===== src/design/msma_pkg.sv =====
`timescale 1ns / 1ps

package msma_pkg;

    localparam int WINDOW      = 8;
    localparam int NUM_SENSORS = 4;
    localparam int NUM_LANES   = 3;
    localparam int SAMPLE_W    = 16;

    localparam int SLOT_W      = (WINDOW > 1) ? $clog2(WINDOW) : 1;
    localparam int RING_DEPTH  = NUM_SENSORS * WINDOW;
    localparam int ADDR_W      = $clog2(RING_DEPTH);
    localparam int SUM_W       = SAMPLE_W + $clog2(WINDOW);

    localparam int RECIP_SHIFT = SUM_W;
    localparam int RECIP_W     = RECIP_SHIFT + 1;
    localparam int PROD_W      = SUM_W + RECIP_W;
    localparam int Q_W         = SAMPLE_W + 1;
    localparam logic [RECIP_W-1:0] RECIP = RECIP_W'((64'd1 << RECIP_SHIFT) / WINDOW);

    typedef logic [1:0] sensor_t;
    typedef logic signed [SAMPLE_W-1:0] sample_t;

    localparam sensor_t ID_GYRO = 2'd0;
    localparam sensor_t ID_MAG  = 2'd1;
    localparam sensor_t ID_BARO = 2'd2;
    localparam sensor_t ID_HALL = 2'd3;

    typedef enum logic [2:0] {
        ST_IDLE,
        ST_READ,
        ST_UPDATE,
        ST_SCALE,
        ST_FIX,
        ST_EMIT
    } state_t;

    typedef struct packed {
        logic              rd_en;
        logic              upd_en;
        logic              scale_en;
        logic              fix_en;
        logic              active;
        sensor_t           sensor;
        logic [SLOT_W-1:0] slot;
        logic              wrapped;
    } lane_ctrl_t;

endpackage


===== src/design/msma_lane.sv =====
`timescale 1ns / 1ps

module msma_lane (
    input  logic                 aclk,
    input  logic                 aresetn,
    input  msma_pkg::lane_ctrl_t ctrl,
    input  msma_pkg::sample_t    sample,
    output msma_pkg::sample_t    level
);

    msma_pkg::sample_t ring_mem [msma_pkg::RING_DEPTH];

    logic signed [msma_pkg::SUM_W-1:0] sum_reg [msma_pkg::NUM_SENSORS];
    logic signed [msma_pkg::SUM_W-1:0] sum_next;
    logic signed [msma_pkg::SUM_W-1:0] old_val;
    logic [msma_pkg::ADDR_W-1:0]       addr;
    logic [msma_pkg::SUM_W-1:0]        mag_next;
    logic [msma_pkg::PROD_W-1:0]       prod;
    logic [msma_pkg::SUM_W-1:0]        rem;
    logic [msma_pkg::Q_W-1:0]          q_fixed;
    logic [msma_pkg::Q_W-1:0]          q_signed;

    msma_pkg::sample_t          rd_data_reg;
    logic [msma_pkg::SUM_W-1:0] mag_reg;
    logic                       neg_reg;
    logic [msma_pkg::Q_W-1:0]   qest_reg;
    msma_pkg::sample_t          level_reg;

    assign addr = msma_pkg::ADDR_W'(msma_pkg::ADDR_W'(ctrl.sensor)
                  * msma_pkg::ADDR_W'(msma_pkg::WINDOW)
                  + msma_pkg::ADDR_W'(ctrl.slot));

    always_ff @(posedge aclk) begin
        if (ctrl.rd_en) begin
            rd_data_reg <= ring_mem[addr];
        end
        if (ctrl.upd_en && ctrl.active) begin
            ring_mem[addr] <= sample;
        end
    end

    // Entries of a ring that has not wrapped yet were never written and count as zero.
    always_comb begin
        old_val  = ctrl.wrapped ? msma_pkg::SUM_W'(rd_data_reg) : '0;
        sum_next = sum_reg[ctrl.sensor] - old_val + msma_pkg::SUM_W'(sample);
        mag_next = sum_next[msma_pkg::SUM_W-1] ? msma_pkg::SUM_W'(-sum_next)
                                               : msma_pkg::SUM_W'(sum_next);
    end

    always_ff @(posedge aclk) begin
        if (!aresetn) begin
            for (int i = 0; i < msma_pkg::NUM_SENSORS; i++) begin
                sum_reg[i] <= '0;
            end
        end else if (ctrl.upd_en && ctrl.active) begin
            sum_reg[ctrl.sensor] <= sum_next;
        end
    end

    // The reciprocal estimate is at most one below the true quotient; one step fixes it.
    always_comb begin
        prod     = msma_pkg::PROD_W'(mag_reg) * msma_pkg::PROD_W'(msma_pkg::RECIP);
        rem      = mag_reg - msma_pkg::SUM_W'(qest_reg) * msma_pkg::SUM_W'(msma_pkg::WINDOW);
        q_fixed  = (rem >= msma_pkg::SUM_W'(msma_pkg::WINDOW)) ? qest_reg + 1'b1 : qest_reg;
        q_signed = neg_reg ? msma_pkg::Q_W'(-q_fixed) : q_fixed;
    end

    always_ff @(posedge aclk) begin
        if (ctrl.upd_en) begin
            mag_reg <= mag_next;
            neg_reg <= sum_next[msma_pkg::SUM_W-1];
        end
        if (ctrl.scale_en) begin
            qest_reg <= msma_pkg::Q_W'(prod >> msma_pkg::RECIP_SHIFT);
        end
        if (ctrl.fix_en) begin
            level_reg <= q_signed[msma_pkg::SAMPLE_W-1:0];
        end
    end

    assign level = level_reg;

endmodule


===== src/design/msma_merge.sv =====
`timescale 1ns / 1ps

module msma_merge (
    input  logic                   aclk,
    input  logic                   aresetn,
    input  logic                   load,
    input  msma_pkg::sensor_t      sensor,
    input  logic                   smooth,
    input  msma_pkg::sample_t      samples [msma_pkg::NUM_LANES],
    input  msma_pkg::sample_t      levels  [msma_pkg::NUM_LANES],
    output logic                   load_ok,
    output logic                   m_tvalid,
    input  logic                   m_tready,
    output logic [47:0]            m_tdata
);

    logic                 m_tvalid_reg;
    logic                 m_tvalid_next;
    logic [47:0]          m_tdata_reg;
    msma_pkg::sample_t    merged [msma_pkg::NUM_LANES];
    logic                 three_ch;

    always_comb begin
        three_ch = sensor inside {msma_pkg::ID_GYRO, msma_pkg::ID_MAG};
        for (int c = 0; c < msma_pkg::NUM_LANES; c++) begin
            if (c == msma_pkg::NUM_LANES - 1 && !three_ch) begin
                merged[c] = '0;
            end else if (smooth) begin
                merged[c] = levels[c];
            end else begin
                merged[c] = samples[c];
            end
        end
    end

    assign load_ok = !m_tvalid_reg || m_tready;

    always_comb begin
        m_tvalid_next = m_tvalid_reg;
        if (load) begin
            m_tvalid_next = 1'b1;
        end else if (m_tready) begin
            m_tvalid_next = 1'b0;
        end
    end

    always_ff @(posedge aclk) begin
        if (!aresetn) begin
            m_tvalid_reg <= 1'b0;
        end else begin
            m_tvalid_reg <= m_tvalid_next;
        end
    end

    always_ff @(posedge aclk) begin
        if (load) begin
            m_tdata_reg <= {merged[2], merged[1], merged[0]};
        end
    end

    assign m_tvalid = m_tvalid_reg;
    assign m_tdata  = m_tdata_reg;

endmodule


===== src/design/multi_sensor_moving_average_unit.sv =====
`timescale 1ns / 1ps

// Boxcar smoothing for four sensors (gyro and magnetometer with three channels, barometer and
// hall with two). Each request carries one sample set; the samples go into that sensor's rings
// and, when the sensor's bit in smooth_enable is set, each channel returns its ring sum divided
// by the window and truncated toward zero, otherwise the raw samples. Three lanes, one per
// channel position, keep a running sum and a ring memory each; a sequencer takes an item through
// ring read, sum update, reciprocal scaling, correction and output load, and takes no new item
// before that one has been loaded. The output register lets a new request enter while the
// previous result waits. No clearing pass follows reset: per-sensor wrap flags make
// never-written ring entries count as zero.
module multi_sensor_moving_average_unit (
    input  logic        aclk,
    input  logic        aresetn,
    input  logic        cfg_wr_en,
    input  logic [3:0]  cfg_wr_data,  // smooth_enable
    input  logic        s_tvalid,
    output logic        s_tready,
    input  logic [47:0] s_tdata,      // sample_0, sample_1, sample_2
    input  logic [1:0]  s_tuser,      // sensor_id
    output logic        m_tvalid,
    input  logic        m_tready,
    output logic [47:0] m_tdata       // level_0, level_1, level_2
);

    msma_pkg::state_t state_reg;
    msma_pkg::state_t state_next;

    logic [3:0]                     smooth_reg;
    msma_pkg::sensor_t              sensor_reg;
    msma_pkg::sample_t              sample_reg [msma_pkg::NUM_LANES];
    logic [msma_pkg::SLOT_W-1:0]    slot_reg;
    logic                           wrapped_reg;
    logic [msma_pkg::SLOT_W-1:0]    write_slot_reg [msma_pkg::NUM_SENSORS];
    logic [msma_pkg::NUM_SENSORS-1:0] wrapped_flags_reg;

    logic                 accept;
    logic                 load_ok;
    logic                 emit_load;
    logic                 three_ch;
    logic                 slot_last;
    msma_pkg::lane_ctrl_t ctrl_base;
    msma_pkg::lane_ctrl_t lane_ctrl [msma_pkg::NUM_LANES];
    msma_pkg::sample_t    lane_level [msma_pkg::NUM_LANES];

    assign accept    = s_tvalid && s_tready;
    assign slot_last = (slot_reg == msma_pkg::SLOT_W'(msma_pkg::WINDOW - 1));

    always_comb begin
        state_next = state_reg;
        case (state_reg)
            msma_pkg::ST_IDLE: begin
                if (s_tvalid) begin
                    state_next = msma_pkg::ST_READ;
                end
            end
            msma_pkg::ST_READ:   state_next = msma_pkg::ST_UPDATE;
            msma_pkg::ST_UPDATE: state_next = msma_pkg::ST_SCALE;
            msma_pkg::ST_SCALE:  state_next = msma_pkg::ST_FIX;
            msma_pkg::ST_FIX:    state_next = msma_pkg::ST_EMIT;
            msma_pkg::ST_EMIT: begin
                if (load_ok) begin
                    state_next = msma_pkg::ST_IDLE;
                end
            end
            default: state_next = msma_pkg::ST_IDLE;
        endcase
    end

    always_comb begin
        s_tready           = 1'b0;
        emit_load          = 1'b0;
        ctrl_base.rd_en    = 1'b0;
        ctrl_base.upd_en   = 1'b0;
        ctrl_base.scale_en = 1'b0;
        ctrl_base.fix_en   = 1'b0;
        ctrl_base.active   = 1'b1;
        ctrl_base.sensor   = sensor_reg;
        ctrl_base.slot     = slot_reg;
        ctrl_base.wrapped  = wrapped_reg;
        case (state_reg)
            msma_pkg::ST_IDLE:   s_tready = 1'b1;
            msma_pkg::ST_READ:   ctrl_base.rd_en = 1'b1;
            msma_pkg::ST_UPDATE: ctrl_base.upd_en = 1'b1;
            msma_pkg::ST_SCALE:  ctrl_base.scale_en = 1'b1;
            msma_pkg::ST_FIX:    ctrl_base.fix_en = 1'b1;
            msma_pkg::ST_EMIT:   emit_load = load_ok;
            default: begin
            end
        endcase
    end

    always_ff @(posedge aclk) begin
        if (!aresetn) begin
            state_reg   <= msma_pkg::ST_IDLE;
            smooth_reg  <= 4'd6;
            wrapped_flags_reg <= '0;
            for (int i = 0; i < msma_pkg::NUM_SENSORS; i++) begin
                write_slot_reg[i] <= '0;
            end
        end else begin
            state_reg <= state_next;
            if (cfg_wr_en) begin
                smooth_reg <= cfg_wr_data;
            end
            if (state_reg == msma_pkg::ST_READ) begin
                write_slot_reg[sensor_reg] <= slot_last ? '0 : slot_reg + 1'b1;
                if (slot_last) begin
                    wrapped_flags_reg[sensor_reg] <= 1'b1;
                end
            end
        end
    end

    always_ff @(posedge aclk) begin
        if (accept) begin
            sensor_reg    <= s_tuser;
            sample_reg[0] <= s_tdata[15:0];
            sample_reg[1] <= s_tdata[31:16];
            sample_reg[2] <= s_tdata[47:32];
            slot_reg      <= write_slot_reg[s_tuser];
            wrapped_reg   <= wrapped_flags_reg[s_tuser];
        end
    end

    assign three_ch = sensor_reg inside {msma_pkg::ID_GYRO, msma_pkg::ID_MAG};

    for (genvar g = 0; g < msma_pkg::NUM_LANES; g++) begin : g_lane
        always_comb begin
            lane_ctrl[g]        = ctrl_base;
            lane_ctrl[g].active = (g < msma_pkg::NUM_LANES - 1) ? 1'b1 : three_ch;
        end

        msma_lane u_lane (
            .aclk    (aclk),
            .aresetn (aresetn),
            .ctrl    (lane_ctrl[g]),
            .sample  (sample_reg[g]),
            .level   (lane_level[g])
        );
    end

    msma_merge u_merge (
        .aclk     (aclk),
        .aresetn  (aresetn),
        .load     (emit_load),
        .sensor   (sensor_reg),
        .smooth   (smooth_reg[sensor_reg]),
        .samples  (sample_reg),
        .levels   (lane_level),
        .load_ok  (load_ok),
        .m_tvalid (m_tvalid),
        .m_tready (m_tready),
        .m_tdata  (m_tdata)
    );

endmodule

===== config.mk =====
export PLATFORM = sky130hd
export DESIGN_NAME = multi_sensor_moving_average_unit
export DESIGN_NICKNAME = d
export VERILOG_FILES = /design/src/design/msma_pkg.sv /design/src/design/msma_lane.sv /design/src/design/msma_merge.sv /design/src/design/multi_sensor_moving_average_unit.sv
export SDC_FILE = /design/constraint.sdc
export NUM_CORES = 2
export LEC_CHECK = 0
export BUFFER_PORTS_ARGS = -buffer_cell sky130_fd_sc_hd__clkbuf_2
export CORE_ASPECT_RATIO = 1.1
export CORE_MARGIN = 10
export CORE_UTILIZATION = 65
export CTS_BUF_LIST = sky130_fd_sc_hd__clkbuf_4 sky130_fd_sc_hd__clkbuf_8 sky130_fd_sc_hd__clkbuf_16
export DETAILED_ROUTE_END_ITERATION = 8
export GPL_TIMING_DRIVEN = 0
export PLACE_DENSITY = 0.82
export SYNTH_ARGS = -nofsm -noshare
export SYNTH_HDL_FRONTEND = slang
export SYNTH_HIERARCHICAL = 1
export SYNTH_SLANG_ARGS = --single-unit
export TNS_END_PERCENT = 30

===== constraint.sdc =====
create_clock -name aclk -period 21.8 [get_ports aclk]
set_input_delay 6.54 -clock aclk [delete_from_list [all_inputs] [get_ports aclk]]
set_output_delay 6.54 -clock aclk [all_outputs]
set_load 0.1 [all_outputs]

Word-level counts from Yosys, hierarchy flattened
Memories as Yosys holds them, arrays and structs flattened. A register that Yosys moved wholly into a read port is not among the register bits.
Cells that the tools add are included.

cells by class
  bitwise gates (word level) = 1
  order comparisons = 6
  equality and inequality tests = 9
  mux-type cells = 59
  add/subtract/negate cells = 20
  reduce and logical (&&, ||, !) cells = 15

operators with widths
  cell                     count
  $mux W16                 9
  $mux W19                 6
  $sub A19 B19 Y19         6
  $add A19 B16 Y19         3
  $ge A19 B4 Y1 const B    3
  $neg A19 Y19             3
  $reduce_or A19 Y1        3
  $mux W18                 3
  $add A16 B1 Y16 const B  3
  $neg A16 Y16             3
  $mux W1                  26
  $pmux W3 S6              1
  $mux W2                  7
  $mux W3                  4
  $eq A3 B3 Y1 const B     3
  $eq A3 B2 Y1 const B     2
  $lt A2 B3 Y1 const B     2
  $add A5 B3 Y5            1
  $bmux W1 S2              2
  $ne A2 B2 Y1 const B     2
  $or A4 B4 Y4             1
  $reduce_and A2 Y1        2
  $reduce_bool A2 Y1       2
  $add A3 B1 Y3 const B    1
  10 further kinds         12

storage, ports and cells
  flip-flop bits (word level) = 267
  word-level logic and storage cells = 143
  memory bits (writable) = 1776
  memories = 7

memories
  memory                     depth  bits a word  read ports  clocked after memory_dff  wr ports  line             text
  g_lane[0].u_lane.ring_mem  32     16           1           1                         1         msma_lane.sv:11  msma_pkg::sample_t ring_mem [msma_pkg::RING_DEPTH];
  g_lane[1].u_lane.ring_mem  32     16           1           1                         1         msma_lane.sv:11
  g_lane[2].u_lane.ring_mem  32     16           1           1                         1         msma_lane.sv:11
  g_lane[0].u_lane.sum_reg   4      19           1           1                         4         msma_lane.sv:13  logic signed [msma_pkg::SUM_W-1:0] sum_reg [msma_pkg::NUM_SENSORS];
  g_lane[1].u_lane.sum_reg   4      19           1           1                         4         msma_lane.sv:13
  g_lane[2].u_lane.sum_reg   4      19           1           1                         4         msma_lane.sv:13
  +1 memories                --     --           --          --                        --        --

Logic depth before layout (Yosys ltp)
  word-level depth = 8
  mapped depth = 22
  mapped depth without buffers = 19

Cells and area by module
Netlist, hierarchy kept.

by module, submodules not included
  module                            seq. area each (um^2)  times used  cells each  area each (um^2)
  msma_lane at g_lane[1].u_lane     19608.8                1           1682        28506.1
  msma_lane at g_lane[0].u_lane     19608.8                1           1637        28105.7
  msma_lane at g_lane[2].u_lane     19608.8                1           1607        27951.8
  multi_sensor_moving_average_unit  2202.1                 1           151         2735.1
  msma_merge                        1461.4                 1           123         2127.0

Worst setup path after synthesis
OpenSTA, ideal clock, no wires.

  path kind = flip-flop to output port
  from = register state_reg[1]
  to = output s_tready
  cell stages (with the launch flop) = 3
  buffers on the path = 1
  arrival time = 2552 ps
  data required time = 15260 ps
  slack = 12708 ps
  cell sequence = dfxtp_1 -> buf_2 -> nor3_1

between the ends
  cells in the longest elaborated chain, start to end = 2

RTL lines
  element                 line                                     text
  from (decl)             multi_sensor_moving_average_unit.sv:26   msma_pkg::state_t state_reg;
  from (signal assigned)  multi_sensor_moving_average_unit.sv:95   state_reg <= msma_pkg::ST_IDLE;
  from (signal assigned)  multi_sensor_moving_average_unit.sv:102  state_reg <= state_next;
  $logic_not A3 Y1        multi_sensor_moving_average_unit.sv:81   case (state_reg)
  $mux W1                 multi_sensor_moving_average_unit.sv:81
  to (decl)               multi_sensor_moving_average_unit.sv:18   output logic s_tready,

No other way between the ends.

==> flow_metrics.tcl <==
set metrics [dict create \
    synth_ff_type "edfxtp_1" \
    outcome "finished with violations" \
    fin_crit_sh_pct 42.5 \
    gr-total-overflow 0 \
    slew_headroom_pct -7.61 \
    wl_met2_mm 121 \
    drc 0 \
    async_flop_share_pct 0 \
    die_x_um 374 \
    max_freq_mhz 108 \
    ctsHoldBuffers 0 \
    path_clk_slew_ns 0.06 \
    dieArea_sq_um 153000 \
    clock_latency_ns 0.86 \
    synthDistinctLibCells 109 \
    tightest_slew_ns 1.61 \
    nets 5831 \
    period_needed_ns 9.27 \
    rsz0062_at_grt "false" \
    maxCapViolations 4 \
    total_power_mw 10.1 \
    cts_tree "built" \
    report.final.hold_viol_count 0 \
    pwr-share-clk_pct 34.3 \
    grt_pass1_wl_mm 348 \
    final_layout_size_suffix_gt1_share_pct 20.3 \
    avgSynthCellArea_sq_um 17.2 \
    grt.total_usage_pct 30.8 \
    critPathCaptureType "register" \
    fp.dieH_um 409 \
    vias 53184 \
    syn2layout_area_growth_pct 12.6 \
    gp_congestion 0.961 \
    io_buffers 107 \
    critPathMaxFanout 26 \
    postCtsSetupBuffers 0 \
    leakagePower_nw 33.8 \
    comb_power_share_pct 18.9 \
    vias_per_cell 7.03 \
    top_layer "met5" \
    ant_nets 0 \
    clock_path_buffers 3 \
    antenna_found_initial 5 \
    met1_length_mm 82.0 \
    final_cells 7568 \
    wl_per_cell_um 33.0 \
    core-area_sq_um 136000 \
    setup_viol 0 \
    wl_met3_mm 31.1 \
    worstSetupPathType "primary input to register" \
    arrival_ns 9.55 \
    htreeDepth 4 \
    wirelength_mm 249 \
    grt_max_degree 36 \
    start_util_pct 65.5 \
    crit_path_start_kind "primary input" \
    numCtsBuffers 193 \
    ys_ff_latch 2085 \
    drt_iter0_drc 7925 \
    dpl.hpwl_mm 147 \
    hp-start "g_lane[2].u_lane/mag_reg[3]$_DFFE_PP_" \
    intPower_mw 7.26 \
    ys_warn_count 6 \
    synth_cells 5200 \
    rows 142 \
    synth_edf_count 2073 \
    synth_seq_area_share_pct 69.9 \
    dp.cells 7170 \
    switching_share_pct 28.1 \
    largest_register_ffs 1536 \
    cts_resized 0 \
    io_pins 109 \
    critical_path_required_ns 22.09 \
    irDropWorstVdd_uv 102 \
    cts.sink_count 2085 \
    fin_tns_setup_ns 0 \
    violations "capacitance limit, slew limit" \
    cellPowerDensity_nw_per_um2 100 \
    cp-startpoint "aresetn" \
    pwr-share-seq_pct 46.8 \
    grt_pass1_vias 51894 \
    root_buffer "clkbuf_16" \
    slew_violations 140 \
    first_pass_iters 8 \
    netlist_area_sq_um 89400 \
    hold_path_class "register to register" \
    p_sw_mw 2.84 \
    final.setup_skew_ns 0.0493 \
    r2r_start "sensor_reg[0]$_DFFE_PP_" \
]
## cells in the mapped netlist, types with 24 or more instances
| cell type | n | area share, % |
|---|---|---|
| a21o_1 | 26 | 0.22 |
| a21oi_1 | 98 | 0.55 |
| a22oi_1 | 192 | 1.6 |
| and2_1 | 69 | 0.48 |
| and3_1 | 24 | 0.17 |
| buf_1 | 43 | 0.18 |
| clkbuf_1 | 148 | 0.62 |
| edfxtp_1 | 2073 | 70 |
| fa_1 | 57 | 1.3 |
| ha_1 | 116 | 1.6 |
| inv_1 | 314 | 1.3 |
| mux2_2 | 29 | 0.37 |
| mux2i_1 | 46 | 0.51 |
| mux4_2 | 446 | 11 |
| nand2_1 | 159 | 0.67 |
| nand2b_1 | 34 | 0.24 |
| nand3_1 | 66 | 0.37 |
| nand4_1 | 81 | 0.57 |
| nor2_1 | 454 | 1.9 |
| nor2b_1 | 28 | 0.20 |
| nor3_1 | 49 | 0.27 |
| o21ai_0 | 78 | 0.44 |
| xnor2_1 | 147 | 1.4 |
| xor2_1 | 54 | 0.53 |
## cell usage in the layout (no fill, tap or decap), types with 88 or more instances in the layout
| cell type | instances |
|---|---|
| nor2_2 | 88 |
| a21oi_1 | 98 |
| clkbuf_2 | 107 |
| nor2_1 | 366 |
| nand2_1 | 159 |
| edfxtp_1 | 2073 |
| xnor2_1 | 147 |
| inv_1 | 313 |
| clkbuf_1 | 148 |
| a22oi_1 | 192 |
| mux4_2 | 446 |
| ha_1 | 116 |
| clkbuf_16 | 198 |
## critical path, cell delays in order
cell and delay (ns):
clkbuf_2 0.55, and3_1 0.45, clkbuf_1 0.14, nand2_1 0.41, clkbuf_1 0.57, nand2_1 0.84
## path summary, 6_finish.rpt
kind                                                   end  slack, ns  depth (start not counted)
max          g_lane[2].u_lane/sum_reg[0][12]$_SDFFCE_PN0P_      12.53                          6
min                 g_lane[2].u_lane/qest_reg[0]$_DFFE_PP_       0.45                          0
max reg2reg          g_lane[1].u_lane/mag_reg[7]$_DFFE_PP_      14.33                         20
min reg2reg         g_lane[2].u_lane/qest_reg[0]$_DFFE_PP_       0.45                          0
## metrics by stage
step	hold WS (ns)	area, sq um	utilization (%)	worst slack [ns]
detailed placement	0.436	93300	68.4	11.86
global placement	0.433	92200	67.6	8.70
global route	0.474	101000	73.8	12.53
floorplan	0.426	89500	-	12.71
CTS	0.450	99800	73.1	12.68
finish	0.450	101000	73.8	12.53
## routing by layer
metal	global-route usage (%)	vias up
met5	0	-
met4	13.7	2
met3	7.72	892
met2	50.0	4505
met1	39.7	26558
li1	-	21227
## power by group through the flow
| stage | clock network, mW | registers [mW] | logic, mW |
|---|---|---|---|
| finish | 3.47 | 4.72 | 1.90 |
| global route | 3.63 | 4.73 | 2.03 |
| CTS | 3.46 | 4.76 | 1.77 |
| detailed placement | 0 | 4.84 | 1.74 |
| global placement | 0 | 4.84 | 1.67 |
| floorplan | 0 | 4.76 | 1.26 |
## area by class of cell
cell class,instances,area (sq um)
flip-flops and latches,2085,62500
fillers,7408,35800
multi-input cells,2585,25100
clock buffers,236,5260
repair buffers,196,2280
well taps,1800,2250
inverters,319,1200
clock inverters,119,1170
plain buffers,219,908
diodes,9,22.5
## logic make-up (layout without fill, tap and decap cells)
family	after synthesis	count (layout)	share of synthesized area (%)
buf+inv	538	1089	2.35
mux	525	525	12.2
other cells	1	18	0.00419
fa+ha+maj	173	173	2.90
simple gates	1073	1073	5.88
compound gates	603	603	4.82
flops	2085	2085	69.9
xor+xnor	202	202	1.99
Power figures use the tool's default switching activity.
